==> src/ffpa_pkg.sv <==
// Shared constants, types and codes for the first-fit page allocator.
`default_nettype none

package ffpa_pkg;

	localparam int NUM_PAGES = 1024;
	localparam int PAGE_W    = $clog2(NUM_PAGES);
	localparam int CNT_W     = $clog2(NUM_PAGES + 1);

	typedef logic [PAGE_W-1:0] page_t;
	typedef logic [CNT_W-1:0]  cnt_t;

	localparam logic MODE_ALLOC = 1'b0;
	localparam logic MODE_FREE  = 1'b1;

	typedef enum logic [1:0] {
		ST_OK       = 2'd0,
		ST_NO_SPACE = 2'd1,
		ST_BAD      = 2'd2
	} status_t;

	typedef struct packed {
		logic free;
		cnt_t len;
	} entry_t;

	localparam int ENTRY_W = $bits(entry_t);

	typedef struct packed {
		logic   we;
		page_t  waddr;
		entry_t wdata;
		page_t  raddr;
	} mem_req_t;

	typedef enum logic [3:0] {
		S_CLEAR,
		S_IDLE,
		S_A_SCAN,
		S_A_CLR,
		S_A_TAIL,
		S_F_CHK,
		S_F_END,
		S_F_PREV,
		S_F_WALK,
		S_F_WR,
		S_F_ENDWR,
		S_F_HEADWR
	} state_t;

endpackage

`default_nettype wire

==> src/ffpa_ctrl.sv <==
// Request sequencer: scan, check, merge walk and write-back over the page table.
`default_nettype none

module ffpa_ctrl
	import ffpa_pkg::*;
(
	input  wire logic       clk,
	input  wire logic       arst_n,
	input  wire logic       start,
	input  wire logic       mode,
	input  wire cnt_t       page_count,
	input  wire page_t      start_index,
	input  wire logic       zero_fill,
	output logic            busy,
	output logic            done,
	output logic [1:0]      status,
	output page_t           first_page,
	output cnt_t            pages_free,
	output logic            zero_request,
	output mem_req_t        mem_req,
	input  wire entry_t     rdata
);

	state_t  state_q, state_d;
	page_t   idx_q, h_q, start_q, first_q;
	cnt_t    count_q, end_q, len_q, lsum_q, total_q;
	logic    zero_q, end_free_q, merge_q;
	logic    done_q, zreq_q;
	status_t status_q;

	logic                 fin, total_inc, total_dec, fin_zreq;
	status_t              fin_status;
	page_t                fin_first;
	logic [CNT_W:0]       end_w;
	logic                 a_bad, a_nospc, f_bad;
	logic                 last, scan_hit, walk_go, end_free_w, last_page;
	page_t                idx_next, h_dec;

	assign end_w      = (CNT_W+1)'(start_index) + (CNT_W+1)'(page_count);
	assign a_bad      = (page_count == '0) || (page_count > CNT_W'(NUM_PAGES));
	assign a_nospc    = page_count > total_q;
	assign f_bad      = (page_count == '0) || (end_w > (CNT_W+1)'(NUM_PAGES));
	assign idx_next   = idx_q + PAGE_W'(1);
	assign h_dec      = h_q - PAGE_W'(1);
	assign last       = (CNT_W'(idx_q) + CNT_W'(1)) == end_q;
	assign last_page  = idx_q == PAGE_W'(NUM_PAGES - 1);
	assign scan_hit   = rdata.free && (rdata.len >= count_q);
	assign walk_go    = (len_q == '0) && rdata.free;
	assign end_free_w = (end_q < CNT_W'(NUM_PAGES)) && rdata.free;

	always_comb begin
		state_d = state_q;
		unique case (state_q)
			S_CLEAR: begin
				if (last_page) state_d = S_IDLE;
			end
			S_IDLE: begin
				if (start) begin
					if (mode == MODE_ALLOC) begin
						state_d = (a_bad || a_nospc) ? S_IDLE : S_A_SCAN;
					end else begin
						state_d = f_bad ? S_IDLE : S_F_CHK;
					end
				end
			end
			S_A_SCAN: begin
				if (scan_hit) state_d = S_A_CLR;
				else if (last_page) state_d = S_IDLE;
			end
			S_A_CLR: begin
				if (last) state_d = (len_q > count_q) ? S_A_TAIL : S_IDLE;
			end
			S_A_TAIL: state_d = S_IDLE;
			S_F_CHK: begin
				if (rdata.free) state_d = S_IDLE;
				else if (last) state_d = S_F_END;
			end
			S_F_END: state_d = (start_q == '0) ? S_F_WR : S_F_PREV;
			S_F_PREV: begin
				if (!rdata.free || start_q == PAGE_W'(1)) state_d = S_F_WR;
				else state_d = S_F_WALK;
			end
			S_F_WALK: begin
				if (!(walk_go && h_dec != '0)) state_d = S_F_WR;
			end
			S_F_WR: begin
				if (last) begin
					if (end_free_q) state_d = S_F_ENDWR;
					else if (merge_q) state_d = S_F_HEADWR;
					else state_d = S_IDLE;
				end
			end
			S_F_ENDWR:  state_d = merge_q ? S_F_HEADWR : S_IDLE;
			S_F_HEADWR: state_d = S_IDLE;
			default:    state_d = S_IDLE;
		endcase
	end

	always_comb begin
		mem_req       = '0;
		mem_req.waddr = idx_q;
		fin           = 1'b0;
		fin_status    = ST_OK;
		fin_first     = '0;
		fin_zreq      = 1'b0;
		total_inc     = 1'b0;
		total_dec     = 1'b0;
		unique case (state_q)
			S_CLEAR: begin
				mem_req.we = 1'b1;
			end
			S_IDLE: begin
				mem_req.raddr = (mode == MODE_FREE) ? start_index : '0;
				if (start) begin
					if (mode == MODE_ALLOC) begin
						if (a_bad) begin
							fin        = 1'b1;
							fin_status = ST_BAD;
						end else if (a_nospc) begin
							fin        = 1'b1;
							fin_status = ST_NO_SPACE;
						end
					end else if (f_bad) begin
						fin        = 1'b1;
						fin_status = ST_BAD;
					end
				end
			end
			S_A_SCAN: begin
				mem_req.raddr = idx_next;
				if (!scan_hit && last_page) begin
					fin        = 1'b1;
					fin_status = ST_NO_SPACE;
				end
			end
			S_A_CLR: begin
				mem_req.we = 1'b1;
				if (last && !(len_q > count_q)) begin
					fin       = 1'b1;
					fin_first = h_q;
					fin_zreq  = zero_q;
					total_dec = 1'b1;
				end
			end
			S_A_TAIL: begin
				mem_req.we         = 1'b1;
				mem_req.waddr      = end_q[PAGE_W-1:0];
				mem_req.wdata.free = 1'b1;
				mem_req.wdata.len  = len_q - count_q;
				fin                = 1'b1;
				fin_first          = h_q;
				fin_zreq           = zero_q;
				total_dec          = 1'b1;
			end
			S_F_CHK: begin
				mem_req.raddr = idx_next;
				if (rdata.free) begin
					fin        = 1'b1;
					fin_status = ST_BAD;
				end
			end
			S_F_END: begin
				mem_req.raddr = start_q - PAGE_W'(1);
			end
			S_F_PREV: begin
				mem_req.raddr = start_q - PAGE_W'(2);
			end
			S_F_WALK: begin
				mem_req.raddr = h_q - PAGE_W'(2);
			end
			S_F_WR: begin
				mem_req.we         = 1'b1;
				mem_req.wdata.free = 1'b1;
				mem_req.wdata.len  = (idx_q == start_q && !merge_q) ? lsum_q : '0;
				if (last && !end_free_q && !merge_q) begin
					fin       = 1'b1;
					total_inc = 1'b1;
				end
			end
			S_F_ENDWR: begin
				mem_req.we         = 1'b1;
				mem_req.waddr      = end_q[PAGE_W-1:0];
				mem_req.wdata.free = 1'b1;
				if (!merge_q) begin
					fin       = 1'b1;
					total_inc = 1'b1;
				end
			end
			S_F_HEADWR: begin
				mem_req.we         = 1'b1;
				mem_req.waddr      = h_q;
				mem_req.wdata.free = 1'b1;
				mem_req.wdata.len  = len_q + lsum_q;
				fin                = 1'b1;
				total_inc          = 1'b1;
			end
			default: begin
				mem_req.we = 1'b0;
			end
		endcase
	end

	always_ff @(posedge clk or negedge arst_n) begin
		if (!arst_n) begin
			state_q <= S_CLEAR;
			idx_q   <= '0;
			total_q <= '0;
			done_q  <= 1'b0;
		end else begin
			state_q <= state_d;
			done_q  <= fin;
			if (total_inc) total_q <= total_q + count_q;
			else if (total_dec) total_q <= total_q - count_q;
			case (state_q)
				S_CLEAR, S_A_CLR, S_F_CHK, S_F_WR: begin
					idx_q <= idx_next;
				end
				S_IDLE: begin
					if (start) idx_q <= (mode == MODE_FREE) ? start_index : '0;
				end
				S_A_SCAN: begin
					if (!scan_hit) idx_q <= idx_next;
				end
				S_F_END: begin
					idx_q <= start_q;
				end
				default: begin
					idx_q <= idx_q;
				end
			endcase
		end
	end

	always_ff @(posedge clk) begin
		if (fin) begin
			status_q <= fin_status;
			first_q  <= fin_first;
			zreq_q   <= fin_zreq;
		end
		case (state_q)
			S_IDLE: begin
				if (start) begin
					count_q <= page_count;
					start_q <= start_index;
					zero_q  <= zero_fill;
					end_q   <= end_w[CNT_W-1:0];
				end
			end
			S_A_SCAN: begin
				if (scan_hit) begin
					h_q   <= idx_q;
					len_q <= rdata.len;
					end_q <= CNT_W'(idx_q) + count_q;
				end
			end
			S_F_END: begin
				end_free_q <= end_free_w;
				lsum_q     <= count_q + (end_free_w ? rdata.len : '0);
				merge_q    <= 1'b0;
			end
			S_F_PREV: begin
				h_q     <= start_q - PAGE_W'(1);
				len_q   <= rdata.len;
				merge_q <= rdata.free && (start_q == PAGE_W'(1)) && (rdata.len != '0);
			end
			S_F_WALK: begin
				if (walk_go) begin
					h_q     <= h_dec;
					len_q   <= rdata.len;
					merge_q <= rdata.len != '0;
				end else begin
					merge_q <= len_q != '0;
				end
			end
			default: begin
				h_q <= h_q;
			end
		endcase
	end

	assign busy         = state_q != S_IDLE;
	assign done         = done_q;
	assign status       = status_q;
	assign first_page   = first_q;
	assign pages_free   = total_q;
	assign zero_request = zreq_q;

endmodule

`default_nettype wire

==> config.mk <==
export PLATFORM = sky130hd
export DESIGN_NAME = ffpa_ctrl
export DESIGN_NICKNAME = d
export VERILOG_FILES = /design/src/ffpa_pkg.sv /design/src/ffpa_ctrl.sv
export SDC_FILE = /design/constraint.sdc
export NUM_CORES = 1
export LEC_CHECK = 0
export BUFFER_PORTS_ARGS = -buffer_cell sky130_fd_sc_hd__buf_2
export CAP_MARGIN = 15
export CORE_AREA = 8 8 142 144
export DETAILED_ROUTE_END_ITERATION = 10
export DIE_AREA = 0 0 150 152
export HOLD_SLACK_MARGIN = 0.06
export PLACE_DENSITY = 0.77
export SLEW_MARGIN = 40
export SYNTH_ARGS = -nofsm -noshare
export SYNTH_HDL_FRONTEND = slang
export SYNTH_SLANG_ARGS = --single-unit
==> constraint.sdc <==
create_clock -name clk -period 4.95 [get_ports clk]
set_clock_uncertainty 0.15 [all_clocks]
set_input_delay 0.7425 -clock clk [delete_from_list [all_inputs] [get_ports clk]]
set_output_delay 0.7425 -clock clk [all_outputs]
set_load 0.02 [all_outputs]
Yosys cells after proc, flatten, opt, wreduce, memory -nomap -nowiden
Index checks and enable logic that the tools add are counted.
{"block": "totals", "ff_bits": 106, "inputBits": 38, "out_inout_bits": 59}
{"block": "classes", "addsub": 13, "order_cmp": 6, "eq_ne": 24, "n_mux": 66, "reduce_logical": 43}
{"operator": "11-bit two-way mux", "n": 8}
{"operator": "11-bit one-hot mux with 3 select lines", "n": 2}
{"operator": "10-bit two-way mux", "n": 6}
{"operator": "10-bit one-hot mux with 5 select lines", "n": 1}
{"operator": "4-bit two-way mux", "n": 11}
{"operator": "10-bit one-hot mux with 2 select lines", "n": 2}
{"operator": "10-bit one-hot mux with 4 select lines", "n": 1}
{"operator": "4-bit one-hot mux with 10 select lines", "n": 1}
{"operator": "11-bit adder", "n": 3}
{"operator": "10-bit one-hot mux with 3 select lines", "n": 1}
{"operator": "11-bit greater-than comparator", "n": 2}
{"operator": "11-bit zero test", "n": 2}
{"operator": "11-bit one-hot mux with 2 select lines", "n": 1}
{"operator": "11-bit nonzero test", "n": 2}
{"operator": "11-bit subtractor", "n": 2}
{"operator": "10-bit by 1-bit subtractor with 10-bit output, second input constant", "n": 2}
{"operator": "10-bit by 2-bit subtractor with 10-bit output, second input constant", "n": 2}
{"operator": "1-bit two-way mux", "n": 17}
{"operator": "4-bit by 3-bit == test with 1-bit output, second input constant", "n": 4}
{"operator": "4-bit == test, second input constant", "n": 4}
{"operator": "2-bit != test, second input constant", "n": 7}
{"operator": "10-bit by 11-bit adder with 12-bit output", "n": 1}
{"operator": "12-bit by 11-bit greater-than comparator with 1-bit output, second input constant", "n": 1}
{"operator": "2-bit two-way mux", "n": 6}
{"operator": "34 further kinds", "n": 63}

Depth between registers and ports, before layout
Gate-level depths: netlist of the first run.
{"block": "depth", "ltp_word": 7, "mapped_depth": 21}

Worst setup path after synthesis of the first run
No wires, ideal clock.
{"block": "synth_timing", "kind": "reg2reg", "startpoint": "register idx_q[1]", "endpoint": "register total_q[10] (netlist: pages_free[10])", "arrival_time_ns": 4.637, "t_required_ns": 4.720, "setup_slack_ns": 0.083, "path_stages_with_launch": 21, "n_path_buf": 1, "path_cell_list": "dfrtp_1 ha_1 and4_1 a31o_1 a221o_1 nor4b_4 nand4_1 a31o_1 clkbuf_1 nand2_1 o21ai_0 fa_1 a21oi_1 o21ai_0 a2111oi_0 o41ai_1 a21oi_1 xnor2_1 or3b_1 o211ai_2 xnor2_1"}
{"block": "synth_between", "elab_chain_len": 7, "word_cells_on_any_way": 11, "cone_classes": "add/sub (1); eq/ne (1); mux (5); reduce/logical (4)"}
{"element": "from (decl)", "line": "ffpa_ctrl.sv:25", "rtl": "page_t idx_q, h_q, start_q, first_q;"}
{"element": "from (signal assigned)", "line": "ffpa_ctrl.sv:216", "rtl": "idx_q <= idx_next;"}
{"element": "from (signal assigned)", "line": "ffpa_ctrl.sv:219", "rtl": "if (start) idx_q <= (mode == MODE_FREE) ? start_index : '0;"}
{"element": "from (signal assigned)", "line": "ffpa_ctrl.sv:222", "rtl": "if (!scan_hit) idx_q <= idx_next;"}
{"element": "10-bit by 1-bit adder with 11-bit output (*)", "line": "ffpa_ctrl.sv:45", "rtl": "assign last = (CNT_W'(idx_q) + CNT_W'(1)) == end_q;"}
{"element": "11-bit == test (*)", "line": "ffpa_ctrl.sv:45"}
{"element": "1-bit logical AND (2 in a row)", "line": "ffpa_ctrl.sv:175", "rtl": "if (last && !end_free_q && !merge_q) begin"}
{"element": "1-bit two-way mux", "line": "ffpa_ctrl.sv:175"}
{"element": "1-bit one-hot mux with 3 select lines", "line": "ffpa_ctrl.sv:108", "rtl": "unique case (state_q)"}
{"element": "11-bit two-way mux / 2-bit nonzero test (equally long branches)"}
{"element": "to (signal assigned)", "line": "ffpa_ctrl.sv:212", "rtl": "if (total_inc) total_q <= total_q + count_q;"}
{"element": "to (signal assigned)", "line": "ffpa_ctrl.sv:213", "rtl": "else if (total_dec) total_q <= total_q - count_q;"}
{"element": "to (decl)", "line": "ffpa_ctrl.sv:26", "rtl": "cnt_t count_q, end_q, len_q, lsum_q, total_q;"}
Mark *: on every way between the ends. The rest lies on a longest branch, timed or not.
A chain may end at the register's enable or synchronous reset.

Worst setup path after layout of the first run
{"block": "layout_timing", "startpoint": "register idx_q[0]", "endpoint": "register total_q[10] (netlist: pages_free[10])"}
The elaborated chain is that of the path after synthesis.

==> results of run 1 <==
## registers in the layout, summed over array words and instances, names as in the netlist, 4 cells and up
signal,flops
count_q,11
end_q,11
first_page,10
h_q,10
idx_q,10
len_q,11
lsum_q,11
pages_free,11
start_q,10
state_q,4
## worst max-delay path, stage by stage (launching register included)
cell,delay (ns)
dfrtp_1,0.39
ha_1,0.23
and4_1,0.23
a31o_1,0.22
a221o_1,0.34
nor4b_4,0.23
nand4_1,0.21
a31o_4,0.30
nor2b_1,0.15
xnor2_1,0.18
ha_1,0.29
a21oi_2,0.18
o21ai_1,0.10
a2111oi_1,0.41
buf_4,0.18
o41ai_1,0.07
a21oi_1,0.16
xnor2_1,0.09
or3b_1,0.39
o211ai_2,0.09
xnor2_1,0.13
## power by group through the flow
stage	combinational, mW	sequential [mW]	clock (mW)
floorplan	2.40	1.56	0
global placement	3.41	1.59	0
detailed placement	3.46	1.60	0
CTS	3.49	1.58	0.736
global route	3.89	1.62	0.763
finish	3.55	1.59	0.728
## cells in the mapped netlist (all sizes together) (4+ instances only)
master	number	share of area [%]
nand2	102	4.0
buf	18	1.3
ha	90	12
a21oi	70	3.6
a21o	26	2.1
o31ai	6	0.47
mux2i	6	0.63
nor3b	4	0.31
o21ai	74	3.9
or3	6	0.39
a22oi	17	1.3
and2	24	1.6
a22o	5	0.47
nand3	18	0.94
a211oi	7	0.60
dfrtp	26	6.8
nand2b	11	0.72
or4	5	0.39
a31oi	9	0.59
and3	4	0.27
nor2	68	2.7
edfxtp	80	25
o22ai	14	0.91
xnor2	66	6.0
nor2b	17	1.1
o21bai	9	0.74
clkbuf	39	1.5
nand4	14	0.91
fa	6	1.3
nor4	14	0.91
o21a	11	0.86
inv	57	2.2
xor2	41	3.7
a211o	4	0.36
a221o	11	1.1
nor3	37	1.9
o211ai	12	1.0
o221ai	10	0.91
## layer usage
metal	up-vias	global-route usage (%)	wire (um)
li1	4179	-	-
met1	4246	36.5	13100
met2	443	38.9	13200
met3	63	4.84	2850
met4	0	10.1	920
met5	-	0	0
## layout make-up
class	instances	area share, %
clock buffer	9	2.09
multi-input combinational	862	56.7
timing repair buffer	140	7.54
inverter	58	2.02
clock inverter	7	0.640
sequential	106	28.4
tap	229	2.66
## worst paths after layout
path                                                    to  slack [ns]  depth (start not counted)
worst min register to register      zero_request$_DFFE_PP_        0.39                          1
worst min-delay path                  idx_q[9]$_DFFE_PN0P_        0.29                          1
worst max register to register  pages_free[10]$_DFFE_PN0P_        0.13                         20
min in group clk                    zero_request$_DFFE_PP_        0.39                          1
max in group asynchronous        pages_free[9]$_DFFE_PN0P_        3.88                          1
worst max-delay path            pages_free[10]$_DFFE_PN0P_        0.13                         20
## stage by stage
step | total power [mW] | util [%] | hold slack [ns] | std cells | area [um^2]
floorplan | 3.97 | - | 0.297 | 1083 | 9600
global placement | 4.99 | 58.7 | 0.369 | 1395 | 10400
detailed placement | 5.06 | 58.7 | 0.378 | 1395 | 10400
CTS | 5.80 | 60.3 | 0.298 | 1411 | 10700
global route | 6.27 | 60.5 | 0.334 | 1411 | 10800
finish | 5.87 | 60.5 | 0.289 | 1411 | 10800
## cell usage in the layout (no fill, tap or decap), types with 5 or more instances in the layout
cell type,n
or3_1,6
nand2_1,102
edfxtp_1,80
nand2b_1,11
nor4_1,14
a31oi_1,9
dfrtp_1,26
o31ai_1,6
o21a_1,11
a221o_1,11
nor3_1,35
fa_1,5
nand3_1,18
inv_1,57
nor2b_1,17
and2_1,24
a21oi_1,69
or4_1,5
o22ai_1,14
a211oi_1,6
o21bai_1,8
nor2_1,66
a22oi_1,17
clkbuf_16,9
buf_2,96
o211ai_1,10
mux2i_1,6
xnor2_1,66
o221ai_1,10
xor2_1,41
a21o_1,25
nand4_1,14
ha_1,90
o21ai_0,70
buf_4,44
## timing repair
item / in CTS / in global routing
gates resized for setup: 1 / 6
pin swaps: 0 / 4
endpoints found under the setup margin: 1 / 2
hold buffers: 0 / 0
## cell families (layout without fill, tap and decap cells)
group / count (synthesis) / count (layout) / synth area share, %
multiplexers: 9 / 9 / 0.977
AND/OR/NAND/NOR: 336 / 336 / 17.3
buffers and inverters: 115 / 214 / 5.11
adder cells (fa/ha/maj): 96 / 96 / 13.0
AO/OA/AOI/OAI: 312 / 312 / 21.6
flip-flops: 106 / 106 / 31.8
XOR/XNOR: 109 / 109 / 10.2
==> flow_summary.toml, run 1 <==
[placed_design]
gp_congestion = 0.982
post-dp-hpwl_um = 23700
pre_cts_ws_ns = -0.101
portBuffers = 96

[finish]
nNetsFinal = 1311
regArea_um2 = 3050
multi_input_area_um2 = 6090
antenna_cells = 0
syn2layout_area_growth_pct = 12.0
final_layout_size_suffix_gt1_share_pct = 14.8
fillCellCount = 1580

[drt]
antenna_left = 0
via_per_inst = 6.33
firstDrtPassIters = 6
drt_iter0_drc = 1179
wirelength_um = 30000
drc_errors = 0
avgRoutedWirePerCell_um = 21.3
via_count = 8931

[synthesis]
seq_area_frac_synth_pct = 31.8
synthFlopType = "edfxtp_1"
yosysWarnings = 0
ys_types = 76
synth_edf_count = 80
synth_seq_cells = 106
syn_nets = 1217
synthCells = 1083
avgSynthCellArea_um2 = 8.87
synthArstFlopShare_pct = 24.5
netlist_area_um2 = 9600

[critical_path]
endpoint_kind = "register"
critPathMaxFanout = 5
crit_start = "idx_q[0]$_DFFE_PN0P_"
critPathArrivalTime_ns = 4.96
critical_path_class = "reg2reg"
r2r-start = "idx_q[0]$_DFFE_PN0P_"
crit_path_start_kind = "register"
worstPathRequired_ns = 5.08

[die]
initial_core_util_pct = 54.0
die_area_um2 = 22800
fp.dieH_um = 152
rows = 49
core_um2 = 17800
die_x_um = 150
design.portCount = 97

[global_route]
grt_first_pass_wirelength_um = 46800
track_usage_pct = 26.1
antenna_found_initial = 0
grt_max_degree = 27
grt_pass1_vias = 8503
gr-total-overflow = 0

[clock_tree]
cts_buffers = 9
cts-root-buf = "clkbuf_16"
h-tree-depth = 3
clk_latency_ns = 0.36
cts.sinks = 106
path_clk_slew_ns = 0.07
cts_setup_buffers = 0
cts_tree = "built"
clock_path_buffers = 2

[power_and_ir_drop]
intPower_mw = 3.11
peakVddDrop_mv = 0.367
p_sw_mw = 2.76
switching_share_pct = 47.0
pwr_density_cell_nw_per_um2 = 546
p_seq_share_pct = 27.1
pwr-share-clk_pct = 12.4
power_leakage_nw = 4.62
power_frac_comb_pct = 60.5

[run_status]
status = "finished, final reports clean"

[timing]
min_period_ns = 4.82
setup_viol = 0
worst_pin_slew_ns = 0.799
finalHoldViolCount = 0
finalWorstSetupSlack_ns = 0.129
period_share_pct = 97.4
slew_violations = 0
fmax_ghz = 0.207
slew_headroom_pct = 46.6
tns_ns = 0

[min_path]
holdCritPathClass = "in2async"

[flow_run]
cap_violations = 0
Power figures use the tool's default switching activity.
==> run 2, diff against run 1 <==
- ABC_AREA: default -> 1
==> run 2 against run 1 <==
First-iteration DRC count down 22%. Sequential cell count did not move. Routed wire length increased by 0.47%. Non-clock buffer count fell by 36. Critical path type unchanged. Total power down 3.3%. Largest power group unchanged. Critical path depth up 4. Die area did not move. Core utilization is 0.14 points lower. Sequential power about the same. Area after synthesis is 0.78% higher. Critical endpoint is now pages_free[9]$_DFFE_PN0P_. Synthesized cell count grew 21%. Cell area shrank 0.23%.
==> flow_summary.toml, run 2 <==
[global_route]
antenna_found_initial = 0
track_usage_pct = 26.5
grt_first_pass_wirelength_um = 47900
gr-total-overflow = 0
grt_pass1_vias = 8991
grt_max_degree = 27

[critical_path]
rrSetupSlack_ns = 0.52
r2r_end = "pages_free[9]$_DFFE_PN0P_"
critPathArrivalTime_ns = 4.51
worstPathRequired_ns = 5.04
r2r_cells = 24
critPathMaxFanout = 14
critical_path_class = "reg2reg"
r2r-start = "idx_q[0]$_DFFE_PN0P_"
endpoint_kind = "register"
crit_path_start_kind = "register"

[die]
initial_core_util_pct = 54.4
die_x_um = 150
fp.dieH_um = 152
core_um2 = 17800
design.portCount = 97
rows = 49
die_area_um2 = 22800

[min_path]
holdCritPathClass = "in2async"

[timing]
finalHoldViolCount = 0
min_period_ns = 4.43
slew_violations = 0
setup_viol = 0
rsz0062_at_grt = "false"
fmax_ghz = 0.226
tns_ns = 0
slew_headroom_pct = 44.0
worst_pin_slew_ns = 0.831
period_share_pct = 89.4

[synthesis]
netlist_area_um2 = 9680
yosysWarnings = 0
synth_seq_cells = 106
synthCells = 1311
synthArstFlopShare_pct = 24.5
avgSynthCellArea_um2 = 7.38
synth_edf_count = 80
synthTopCellsByCount = "nand2_1 (308), inv_1 (175), nor2_1 (139)"
yosysMostFrequentCell = "nand2_1"
synth_top_cells_by_area = "edfxtp_1 (25%), nand2_1 (12%), ha_1 (12%), inv_1 (6.8%), dfrtp_1 (6.7%)"
seq_area_frac_synth_pct = 31.5
synthFlopType = "edfxtp_1"
yosys.area.top_type = "edfxtp_1"
syn_nets = 1445
synth_top_cell_area_share_pct = 24.8
ys_types = 50

[flow_run]
cap_violations = 0

[drt]
wirelength_um = 30200
via_per_inst = 5.77
firstDrtPassIters = 5
avgRoutedWirePerCell_um = 18.4
antenna_left = 0
drt_iter0_drc = 925
drc_errors = 0
via_count = 9485

[finish]
fillCellCount = 1669
final_cell_mix = "nand2_1 (308), inv_1 (175), nor2_1 (138), buf_2 (96), ha_1 (90)"
final_common_cell = "nand2_1"
final_layout_size_suffix_gt1_share_pct = 10.6
nNetsFinal = 1543
syn2layout_area_growth_pct = 10.9
antenna_cells = 0
final_cells = 1643

[clock_tree]
path_clk_slew_ns = 0.08
cts_resized = 0
cts_buffers = 9
h-tree-depth = 3
cts_setup_buffers = 0
clock_path_buffers = 2
cts_tree = "built"
cts-root-buf = "clkbuf_16"
cts_hold_buf = 0
cts.sinks = 106
clk_latency_ns = 0.37

[power_and_ir_drop]
pwr_density_cell_nw_per_um2 = 529
power_leakage_nw = 5.16
peakVddDrop_mv = 0.332

[placed_design]
post-dp-hpwl_um = 24700
gp_congestion = 0.977
portBuffers = 96
dp.cells = 1627

[run_status]
status = "finished, final reports clean"
[run 2: cell count changes after synthesis, moves of 14 or more]
cell,previous run,this run
nor2b_1,17,0
inv_1,57,175
xor2_1,41,55
nor2_1,67,139
o221ai_1,10,24
nand3_1,18,76
nor3_1,37,23
a21o_1,25,5
and2_1,24,0
xnor2_1,66,12
nand2_1,102,308
a22oi_1,17,0
clkbuf_1,39,12
[run 2: layout make-up]
cell class | instances | area [um^2] | area share [%]
inverter | 183 | 692 | 6.45
clock buffer | 11 | 243 | 2.26
tap | 229 | 287 | 2.67
sequential | 106 | 3050 | 28.5
clock inverter | 5 | 53.8 | 0.501
timing repair buffer | 104 | 541 | 5.04
multi-input combinational | 1005 | 5860 | 54.6
[run 2: cell families after synthesis]
group | after synthesis | share of synthesized area, %
DFF | 106 | 31.5
muxes | 2 | 0.207
AOI/OAI and AO/OA | 243 | 15.2
buffers and inverters | 200 | 7.96
and+or+nand+nor | 597 | 26.2
adders and majority gates | 96 | 12.9
xor gates and xnor gates | 67 | 6.06
[run 2: stage by stage]
step / power (mW) / cell area [um^2] / hold WS [ns] / utilization (%) / worst slack, ns
finish: 5.68 / 10700 / 0.276 / 60.4 / 0.525
detailed placement: 4.88 / 10400 / 0.397 / 58.7 / 0.653
global placement: 4.83 / 10400 / 0.384 / 58.7 / 0.821
floorplan: 3.90 / 9680 / 0.297 / - / 1.37
CTS: 5.64 / 10700 / 0.303 / 60.4 / 0.610
global route: 6.13 / 10700 / 0.329 / 60.4 / 0.0874
[run 2: per-layer routing]
layer	GRT usage (%)	part of all wire, %
met5	0	0
met4	10.4	3.4
met3	6.15	10
met1	37.0	44
met2	38.8	42
[run 2: worst max-delay path, stage by stage, from the launching register on]
cell,delay (ns)
dfrtp_1,0.65
ha_1,0.27
nand2_1,0.11
nor2_1,0.19
nand2_1,0.09
xor2_1,0.22
inv_1,0.12
nand2_1,0.07
nand2_1,0.05
nor2_1,0.16
nand3_2,0.16
nand2_4,0.15
nor2_1,0.06
xor2_1,0.15
inv_1,0.06
ha_1,0.36
a21oi_1,0.24
o21ai_0,0.11
a21oi_1,0.21
o21ai_0,0.17
a21oi_1,0.17
o21bai_1,0.09
xor2_1,0.14
nand2_1,0.06
o21ai_0,0.07
[run 2: how the worst max path moves through the flow]
stage                               from                   endpoint  slack, ns  depth (start not counted)
global placement    idx_q[0]$_DFFE_PN0P_  pages_free[9]$_DFFE_PN0P_       0.82                         25
global route        idx_q[0]$_DFFE_PN0P_  pages_free[9]$_DFFE_PN0P_       0.09                         25
floorplan           idx_q[1]$_DFFE_PN0P_  pages_free[9]$_DFFE_PN0P_       1.37                         25
CTS                 idx_q[0]$_DFFE_PN0P_  pages_free[9]$_DFFE_PN0P_       0.61                         24
detailed placement  idx_q[0]$_DFFE_PN0P_  pages_free[9]$_DFFE_PN0P_       0.65                         24
finish              idx_q[0]$_DFFE_PN0P_  pages_free[9]$_DFFE_PN0P_       0.52                         24
[run 2: power breakdown]
part	total [mW]	internal, mW	switching [mW]
clock network	0.741	0.405	0.336
registers	1.62	1.31	0.312
logic	3.32	1.10	2.22
==> run 3, diff against run 2 <==
- CORE_AREA: 8 8 142 144 -> 8 8 189 191
- DIE_AREA: 0 0 150 152 -> 0 0 197 199
- PLACE_DENSITY: 0.77 -> default
==> run 3 against run 2 <==
Global-route usage shrank 9.4 points. Worst hold slack lost 0.10 ns. Die area grew 72%. Via count shrank 1.2%. Largest power group unchanged. Sequential share of layout area shrank 0.87 points. Cell count grew 13%. Sequential power is essentially flat. Register-to-register slack gained 0.16 ns.
==> flow_summary.toml, run 3 (synthesized netlist as in run 2, its figures left out) <==
[power_and_ir_drop]
p_sw_mw = 2.93
intPower_mw = 2.90
p_seq_share_pct = 27.7
pwr-share-clk_pct = 14.6
pwr_density_cell_nw_per_um2 = 527
peakVddDrop_mv = 0.211
power_leakage_nw = 5.19
power_frac_comb_pct = 57.7
switching_share_pct = 50.3

[finish]
syn2layout_area_growth_pct = 14.4
final_cells = 1863
final_common_cell = "nand2_1"
final_layout_size_suffix_gt1_share_pct = 10.8
fin_util_pct = 33.7
antenna_cells = 0
regArea_um2 = 3050
final_cell_mix = "nand2_1 (308), inv_1 (175), nor2_1 (138), buf_2 (95), ha_1 (90)"
multi_input_area_um2 = 5870
fillCellCount = 3542
nNetsFinal = 1544

[drt]
via_count = 9375
avgRoutedWirePerCell_um = 17.8
antenna_left = 0
via_per_inst = 5.03
drt_iter0_drc = 758
drc_errors = 0
firstDrtPassIters = 6
wirelength_um = 33200

[clock_tree]
cts_hold_buf = 0
cts.sinks = 106
path_clk_slew_ns = 0.08
clk_latency_ns = 0.37
cts-root-buf = "clkbuf_16"
clock_path_buffers = 2
cts_setup_buffers = 0
cts_tree = "built"
cts_buffers = 9
h-tree-depth = 3

[die]
design.portCount = 97
core_um2 = 32900
die_area_um2 = 39200
fp.dieH_um = 199
die_x_um = 197
rows = 67
initial_core_util_pct = 29.5

[critical_path]
r2r_cells = 25
crit_path_start_kind = "register"
critical_path_class = "reg2reg"
critPathArrivalTime_ns = 4.37
cp_common_cell = "nand2_1"
rrSetupSlack_ns = 0.69
crit_start = "idx_q[1]$_DFFE_PN0P_"
worstPathRequired_ns = 5.05
critPathMaxFanout = 8
r2r-start = "idx_q[1]$_DFFE_PN0P_"
crit_slowest_cell = "dfrtp_1"
endpoint_kind = "register"
endpoint = "pages_free[9]$_DFFE_PN0P_"
r2r_end = "pages_free[9]$_DFFE_PN0P_"
max_stage_delay_ns = 0.50

[run_status]
status = "finished, final reports clean"

[global_route]
gr-total-overflow = 0
track_usage_pct = 17.1
antenna_found_initial = 0
grt_pass1_vias = 9091
grt_first_pass_wirelength_um = 51700
grt_max_degree = 27

[placed_design]
portBuffers = 96
dp.cells = 1847
post-dp-hpwl_um = 27500
pre_cts_ws_ns = 0.628
gp_congestion = 0.929

[timing]
hold_ws_ns = 0.173
setup_viol = 0
worst_pin_slew_ns = 0.845
period_share_pct = 86.1
fmax_ghz = 0.235
tns_ns = 0
min_period_ns = 4.26
finalWorstSetupSlack_ns = 0.689
rsz0062_at_grt = "false"
slew_headroom_pct = 43.5
finalHoldViolCount = 0
slew_violations = 0

[flow_run]
cap_violations = 0

[min_path]
holdCritPathClass = "in2async"
run 3: power by group through the flow:
stage	logic [mW]	clock network (mW)	registers (mW)
after CTS	3.36	0.870	1.61
after floorplan	2.30	0	1.60
after global routing	3.79	0.901	1.65
after global placement	3.32	0	1.62
after detailed placement	3.34	0	1.63
final	3.37	0.852	1.61
run 3: worst min path at each step:
stage                           from                endpoint  slack, ns  cells after the start
floorplan                     arst_n          done$_DFF_PN0_       0.30                      0
global placement    zero_q$_DFFE_PP_  zero_request$_DFFE_PP_       0.38                      2
detailed placement  zero_q$_DFFE_PP_  zero_request$_DFFE_PP_       0.39                      2
CTS                           arst_n    idx_q[2]$_DFFE_PN0P_       0.19                      1
global route                  arst_n    idx_q[2]$_DFFE_PN0P_       0.20                      1
finish                        arst_n    idx_q[2]$_DFFE_PN0P_       0.17                      1
run 3: final cells by class:
type / count / share of cell area [%]
Tap cell: 448 / 5.06
Inverter: 183 / 6.25
Clock inverter: 6 / 1.03
Clock buffer: 10 / 2.07
Multi-Input combinational cell: 1005 / 53.0
Sequential cell: 106 / 27.6
Timing Repair Buffer: 105 / 4.97
run 3: critical path, delay by kind of cell (launching register included):
family,cells,cell delay (ns)
buf+inv,3,0.26
compound gates,7,0.97
xor+xnor,3,0.53
fa+ha+maj,2,0.59
simple gates,10,1.14
flops,1,0.50
run 3: repair_timing:
action | in CTS | in global routing
endpoints found under the setup margin | 0 | 1
resized for setup | 0 | 1
hold endpoints to repair | 0 | 0
run 3: layer usage:
metal | GRT usage, % | wire length, um | vias to the layer above | part of all wire (%)
met3 | 3.30 | 2140 | 45 | 6.4
li1 | - | - | 4655 | -
met1 | 23.3 | 15600 | 4341 | 47
met4 | 5.32 | 772 | 0 | 2.3
met5 | 0 | 0 | - | 0
met2 | 26.9 | 14700 | 334 | 44
run 3: stage by stage:
| stage | cell area, um^2 | total power, mW |
|---|---|---|
| after floorplan | 9680 | 3.90 |
| final | 11100 | 5.84 |
| after detailed placement | 10700 | 4.97 |
| after global placement | 10700 | 4.94 |
| after CTS | 11100 | 5.84 |
| after global routing | 11100 | 6.34 |
